==> src/sv/uapq_pkg.sv <==
// Shared types and constants for the unsorted array priority queue.
`default_nettype none

package uapq_pkg;

  localparam int DEPTH  = 16;
  localparam int PRIO_W = 16;
  localparam int TAG_W  = 16;
  localparam int CNT_W  = $clog2(DEPTH + 1);
  localparam int IDX_W  = $clog2(DEPTH);
  localparam int STAT_W = 2;
  localparam int CMD_W  = 2;

  typedef enum logic [CMD_W-1:0] {
    CMD_OFFER = 2'd0,
    CMD_POLL  = 2'd1,
    CMD_PEEK  = 2'd2
  } cmd_t;

  typedef enum logic [STAT_W-1:0] {
    ST_OK    = 2'd0,
    ST_FULL  = 2'd1,
    ST_EMPTY = 2'd2
  } status_t;

  typedef struct packed {
    cmd_t                     cmd;
    logic signed [PRIO_W-1:0] item_priority;
    logic [TAG_W-1:0]         item_tag;
  } req_t;

  typedef struct packed {
    status_t                  status;
    logic signed [PRIO_W-1:0] out_priority;
    logic [TAG_W-1:0]         out_tag;
    logic [CNT_W-1:0]         occupancy;
  } rsp_t;

endpackage

`default_nettype wire

==> src/sv/unsorted_array_priority_queue_unit.sv <==
// Top level of the unsorted array priority queue with its scan and shift sequencer.
`default_nettype none

// Entries are held in arrival order. An offer, an unused command, and a poll or
// peek on an empty queue give their result in the cycle after start while busy
// stays low, so such commands may follow each other on every cycle. A poll or
// peek on a queue of N entries runs one comparator over the entries, one per
// cycle; a peek then reports. A poll goes on to close the gap, moving one later
// entry down per cycle from just above the winner, and then makes a final check
// that ends the command. Each result is shown for exactly one cycle under done
// and must be taken then, as the receiver cannot stall it. The capacity register
// is written through the cfg channel, which is ready whenever the block is not
// busy.
module unsorted_array_priority_queue_unit (
  input  wire logic                         clk,
  input  wire logic                         rst,
  input  wire logic                         start,
  output      logic                         busy,
  input  wire uapq_pkg::req_t               req,
  output      logic                         done,
  output      uapq_pkg::rsp_t               rsp,
  input  wire logic                         cfg_valid,
  output      logic                         cfg_ready,
  input  wire logic [uapq_pkg::CNT_W-1:0]   cfg_data
);

  typedef enum logic [1:0] {
    S_IDLE,
    S_SCAN,
    S_SHIFT
  } state_t;

  state_t                             state;
  uapq_pkg::cmd_t                     op;
  logic [uapq_pkg::CNT_W-1:0]         count;
  logic [uapq_pkg::CNT_W-1:0]         limit;
  logic [uapq_pkg::CNT_W-1:0]         idx;
  logic [uapq_pkg::CNT_W-1:0]         best_idx;
  logic signed [uapq_pkg::PRIO_W-1:0] best_prio;
  logic [uapq_pkg::TAG_W-1:0]         best_tag;

  logic signed [uapq_pkg::PRIO_W-1:0] prio_mem [uapq_pkg::DEPTH];
  logic [uapq_pkg::TAG_W-1:0]         tag_mem  [uapq_pkg::DEPTH];

  logic                               accept;
  logic                               full;
  logic signed [uapq_pkg::PRIO_W-1:0] rd_prio;
  logic [uapq_pkg::TAG_W-1:0]         rd_tag;
  logic                               take;
  logic [uapq_pkg::CNT_W-1:0]         best_idx_next;
  logic signed [uapq_pkg::PRIO_W-1:0] best_prio_next;
  logic [uapq_pkg::TAG_W-1:0]         best_tag_next;
  logic                               scan_last;
  logic                               wr_en;
  logic [uapq_pkg::IDX_W-1:0]         wr_addr;
  logic signed [uapq_pkg::PRIO_W-1:0] wr_prio;
  logic [uapq_pkg::TAG_W-1:0]         wr_tag;
  logic [uapq_pkg::CNT_W-1:0]         idx_dec;

  assign busy      = (state != S_IDLE);
  assign cfg_ready = (state == S_IDLE);
  assign accept    = start && !busy;
  assign full      = (count >= limit) ||
                     (count >= uapq_pkg::CNT_W'(uapq_pkg::DEPTH));

  // One read port, addressed by the sequencer index in both scan and shift.
  assign rd_prio = prio_mem[idx[uapq_pkg::IDX_W-1:0]];
  assign rd_tag  = tag_mem[idx[uapq_pkg::IDX_W-1:0]];

  // The first entry is taken unconditionally; later ones only if strictly
  // greater, so the earliest arrival wins a tie.
  assign take           = (idx == '0) || (rd_prio > best_prio);
  assign best_idx_next  = take ? idx     : best_idx;
  assign best_prio_next = take ? rd_prio : best_prio;
  assign best_tag_next  = take ? rd_tag  : best_tag;
  assign scan_last      = (idx == count - 1'b1);
  assign idx_dec        = idx - 1'b1;

  always_comb begin
    wr_en   = 1'b0;
    wr_addr = count[uapq_pkg::IDX_W-1:0];
    wr_prio = req.item_priority;
    wr_tag  = req.item_tag;
    if (accept && (req.cmd == uapq_pkg::CMD_OFFER) && !full) begin
      wr_en = 1'b1;
    end else if ((state == S_SHIFT) && (idx < count)) begin
      wr_en   = 1'b1;
      wr_addr = idx_dec[uapq_pkg::IDX_W-1:0];
      wr_prio = rd_prio;
      wr_tag  = rd_tag;
    end
  end

  always_ff @(posedge clk) begin
    if (wr_en) begin
      prio_mem[wr_addr] <= wr_prio;
      tag_mem[wr_addr]  <= wr_tag;
    end
  end

  always_ff @(posedge clk) begin
    if (rst) begin
      state    <= S_IDLE;
      op       <= uapq_pkg::CMD_OFFER;
      count    <= '0;
      limit    <= uapq_pkg::CNT_W'(uapq_pkg::DEPTH);
      idx      <= '0;
      best_idx <= '0;
      done     <= 1'b0;
    end else begin
      done <= 1'b0;
      if (cfg_valid && cfg_ready) begin
        limit <= cfg_data;
      end
      unique case (state)
        S_IDLE: begin
          if (accept) begin
            op               <= req.cmd;
            rsp.out_priority <= '0;
            rsp.out_tag      <= '0;
            rsp.occupancy    <= count;
            rsp.status       <= uapq_pkg::ST_OK;
            unique case (req.cmd)
              uapq_pkg::CMD_OFFER: begin
                done <= 1'b1;
                if (full) begin
                  rsp.status <= uapq_pkg::ST_FULL;
                end else begin
                  count         <= count + 1'b1;
                  rsp.occupancy <= count + 1'b1;
                end
              end
              uapq_pkg::CMD_POLL, uapq_pkg::CMD_PEEK: begin
                if (count == '0) begin
                  done       <= 1'b1;
                  rsp.status <= uapq_pkg::ST_EMPTY;
                end else begin
                  idx      <= '0;
                  best_idx <= '0;
                  state    <= S_SCAN;
                end
              end
              default: begin
                done <= 1'b1;
              end
            endcase
          end
        end
        S_SCAN: begin
          best_idx  <= best_idx_next;
          best_prio <= best_prio_next;
          best_tag  <= best_tag_next;
          idx       <= idx + 1'b1;
          if (scan_last) begin
            rsp.out_priority <= best_prio_next;
            rsp.out_tag      <= best_tag_next;
            if (op == uapq_pkg::CMD_PEEK) begin
              done  <= 1'b1;
              state <= S_IDLE;
            end else begin
              // Later entries move down one place, starting just above the winner.
              idx   <= best_idx_next + 1'b1;
              state <= S_SHIFT;
            end
          end
        end
        S_SHIFT: begin
          if (idx < count) begin
            idx <= idx + 1'b1;
          end else begin
            count         <= count - 1'b1;
            rsp.occupancy <= count - 1'b1;
            done          <= 1'b1;
            state         <= S_IDLE;
          end
        end
        default: begin
          state <= S_IDLE;
        end
      endcase
    end
  end

endmodule

`default_nettype wire

==> config.mk <==
export PLATFORM = sky130hd
export DESIGN_NAME = unsorted_array_priority_queue_unit
export DESIGN_NICKNAME = d
export VERILOG_FILES = /design/src/sv/uapq_pkg.sv /design/src/sv/unsorted_array_priority_queue_unit.sv
export SDC_FILE = /design/constraint.sdc
export NUM_CORES = 1
export LEC_CHECK = 0
export BUFFER_PORTS_ARGS = -buffer_cell sky130_fd_sc_hd__buf_2
export CAP_MARGIN = 20
export CELL_PAD_IN_SITES_DETAIL_PLACEMENT = 0
export CELL_PAD_IN_SITES_GLOBAL_PLACEMENT = 2
export CORE_UTILIZATION = 52
export DETAILED_ROUTE_END_ITERATION = 12
export MAX_ROUTING_LAYER = met4
export PLACE_DENSITY_LB_ADDON = 0.25
export SYNTH_ARGS = -nofsm -noshare
export SYNTH_HDL_FRONTEND = slang
export SYNTH_SLANG_ARGS = --single-unit
==> constraint.sdc <==
create_clock -name clk -period 17.3 [get_ports clk]
set_input_delay 3.46 -clock clk [delete_from_list [all_inputs] [get_ports clk]]
set_output_delay 3.46 -clock clk [all_outputs]
set_load 0.05 [all_outputs]
==> impl_metrics.env <==
export IMPL_async_flop_share=0
export IMPL_reg2reg_slack_ns=11.10
export IMPL_grt_remaining_overflow=0
export IMPL_final_cell_mix="583 x edfxtp_1, 160 x mux4_2, 84 x buf_2"
export IMPL_grt_pass1_vias=13040
export IMPL_crit_required_ns=17.54
export IMPL_vdd_drop_max_v=0.00007273
export IMPL_synthToLayoutAreaGrowth_pct=13.49
export IMPL_crit_cells=10
export IMPL_wl_met3_um=2605
export IMPL_ios=85
export IMPL_core_area_um2=47650
export IMPL_cp_cell_sequence="buf_2, inv_1, ha_1, nor2b_1, o2111ai_1, a21oi_1, nor2_4, mux2_1, nor3_2, buf_4"
export IMPL_critPathArrivalTime_ns=6.91
export IMPL_tightest_slew_ns=1.061
export IMPL_crit_slowest_cell="nor3_2"
export IMPL_yosysSeqAreaShare=0.7215
export IMPL_dieArea_um2=49090
export IMPL_antenna_left=0
export IMPL_crit_path_max_incr_delay_ns=0.88
export IMPL_crit_start="req[32]"
export IMPL_end_kind="flop"
export IMPL_cts_made_buffers=66
export IMPL_ys_ff_latch=612
export IMPL_route_top_layer_used="met4"
export IMPL_fin_crit_ns=6.670
export IMPL_start_util=0.5261
export IMPL_cp_start_kind="input pin"
export IMPL_grt_max_degree=58
export IMPL_synth_edf_count=583
export IMPL_place_hpwl_um=30110
export IMPL_rows=80
export IMPL_crit_end="tag_mem[3][9]$_DFFE_PP_"
export IMPL_globalplace_congestion=0.8021
export IMPL_htreeDepth=3
export IMPL_period_share=0.3856
export IMPL_cts_post_setup_buffers_inserted=0
export IMPL_syn_area_um2=25070
export IMPL_critPathTopFamily="simple AND/OR/NAND/NOR gates"
export IMPL_ys_top_cells_by_area="edfxtp_1 70%, mux4_2 14%, dfxtp_1 2.3%"
export IMPL_yosysUniqueCellTypes=69
export IMPL_reg2reg_depth=16
export IMPL_drt_met1_wl_um=23230
export IMPL_yosysTopAreaCellShare=0.6984
export IMPL_post_cts_resized=0
export IMPL_rsz0062_at_grt="false"
export IMPL_clock_latency_ns=0.59
export IMPL_syn_num_nets=1353
export IMPL_hold_path_class="flop to flop"
export IMPL_grt_pass1_wl_um=80280
export IMPL_maxSlewViolCount=0
export IMPL_drtIter0Drc=1009
export IMPL_die_x_um=221.6
export IMPL_regArea_um2=18100
export IMPL_post_route_cells_drive_above_1_share=0.3093
export IMPL_num_fill_cells=3479
export IMPL_ctsHoldBuffers=0
export IMPL_max_cap_viol_count=0
export IMPL_cts_tree="built"
export IMPL_cts_buffer_depth=3
export IMPL_reg2reg_to="idx[4]$_SDFFE_PP0P_"
export IMPL_syn_inst=1272
export IMPL_grt_usage=0.2286
export IMPL_portBuffers=84
export IMPL_finalSetupTns_ns=0
export IMPL_wire_per_inst_um=25.56
export IMPL_path_clk_slew_ns=0.06
export IMPL_finalSetupViolCount=0
export IMPL_finalNetCount=1477
export IMPL_ys_flop_type="edfxtp_1"
export IMPL_slew_headroom=0.2886
export IMPL_skew_ns=0.02526
export IMPL_cts_sinks=612
export IMPL_synth_top_cell_by_area="edfxtp_1"
export IMPL_drt_pre_antenna_iters=5
export IMPL_final_common_cell="edfxtp_1"
export IMPL_fp_dieH_um=221.6
export IMPL_wirelength_um=52610
export IMPL_power_density_nw_per_um2=117.0
export IMPL_status="finished clean"
export IMPL_critPathKind="input pin to flop"
export IMPL_crit_fanout=22
export IMPL_viasPerCell=6.028
export IMPL_fmax_mhz=149.9
export IMPL_drc_errors=0
export IMPL_via_count=12410
export IMPL_hold_viol_final=0
export IMPL_clockRootBuffer="clkbuf_16"
export IMPL_ys_warnings_count=0
export IMPL_crit_buf_inv=3
export IMPL_multi_input_area_um2=6661
export IMPL_antenna_found_initial=0
export IMPL_leakage_nw=9.089
export IMPL_dr_wl_met2_um=25840
export IMPL_hold_slack_ns=0.4602
export IMPL_synth_area_per_cell_um2=19.71
[registers in the layout, indices dropped and copies added (netlist names), named ones only]
signal	count
best_idx	5
rsp	39
best_tag	16
idx	5
best_prio	16
limit	5
prio_mem	256
state	2
done	1
op	2
tag_mem	256
count	5
[where the power goes]
part           switching [mW]  leakage (nW)  internal, mW
clock                   0.553          1.03         0.811
combinational           0.197          2.55        0.0830
sequential             0.0121          5.51          1.67
total                   0.763          9.09          2.56
[layer usage]
metal / GRT usage / vias up
met3: 0.03353 / 66
met4: 0.06720 / 0
met2: 0.3618 / 333
met5: - / -
li1: - / 5492
met1: 0.3121 / 6515
[cells in the mapped netlist (all sizes together), types with 25 or more instances]
master / instances
mux2: 52
and2: 37
o21ai: 47
dfxtp: 29
buf: 25
nor2: 26
clkbuf: 33
ha: 38
inv: 42
edfxtp: 583
a21oi: 27
mux4: 160
[logic make-up (layout without fill, tap and decap cells)]
group,Yosys count,count (layout),share of synthesized area
flip-flops,612,612,0.7215
multiplexers,217,217,0.1691
AND/OR/NAND/NOR,166,166,0.03609
AO/OA/AOI/OAI,124,124,0.03224
buffers and inverters,100,270,0.01682
adder cells (fa/ha/maj),38,38,0.01897
XOR/XNOR,15,15,0.005241
other,0,1,0
[worst min path at each step]
stage | from | to | slack [ns] | cells past startpoint
6_report | limit[1]$_SDFFE_PP0P_ | limit[1]$_SDFFE_PP0P_ | 0.46 | 2
5_1_grt | limit[2]$_SDFFE_PP0P_ | limit[2]$_SDFFE_PP0P_ | 0.48 | 2
4_1_cts | limit[1]$_SDFFE_PP0P_ | limit[1]$_SDFFE_PP0P_ | 0.46 | 2
3_5_place_dp | limit[1]$_SDFFE_PP0P_ | limit[1]$_SDFFE_PP0P_ | 0.45 | 2
3_3_place_gp | limit[1]$_SDFFE_PP0P_ | limit[1]$_SDFFE_PP0P_ | 0.45 | 2
2_1_floorplan | limit[1]$_SDFFE_PP0P_ | limit[1]$_SDFFE_PP0P_ | 0.44 | 2
[per-stage QoR]
stage                     instance area (um^2)  worst slack [ns]  std cells  total power [mW]  utilization
after floorplan                          25070             9.453       1272             1.908            -
after global placement                   26300             10.01       1939             1.990       0.5520
after detailed placement                 26310             9.945       1940             1.994       0.5522
after CTS                                28400             10.55       2054             3.354       0.5962
after global routing                     28450             10.37       2057             3.430       0.5971
final                                    28450             10.63       2058             3.328       0.5971
[worst register-to-register path, cell delays in order (launching register included)]
cell      delay (ns)
dfxtp_4         0.93
buf_4           0.81
mux4_2          0.63
mux4_2          0.56
ha_1            0.43
nand4_1         0.17
or3_1           0.45
a2111o_1        0.40
o211ai_1        0.31
nor2_1          0.18
o21ai_0         0.27
ha_1            0.28
nand3_1         0.11
xnor2_1         0.16
nand2_1         0.06
mux2_2          0.27
o22ai_1         0.12
[area by class of cell]
class                   instances  share of cell area
multi-input cells             560              0.2341
inverters                      42            0.005541
well taps                     615             0.02705
flip-flops and latches        612              0.6361
clock inverters                32             0.01051
repair buffers                114             0.02340
clock buffers                  82             0.06315
diodes                          1          0.00008796
Power figures use the tool's default switching activity.
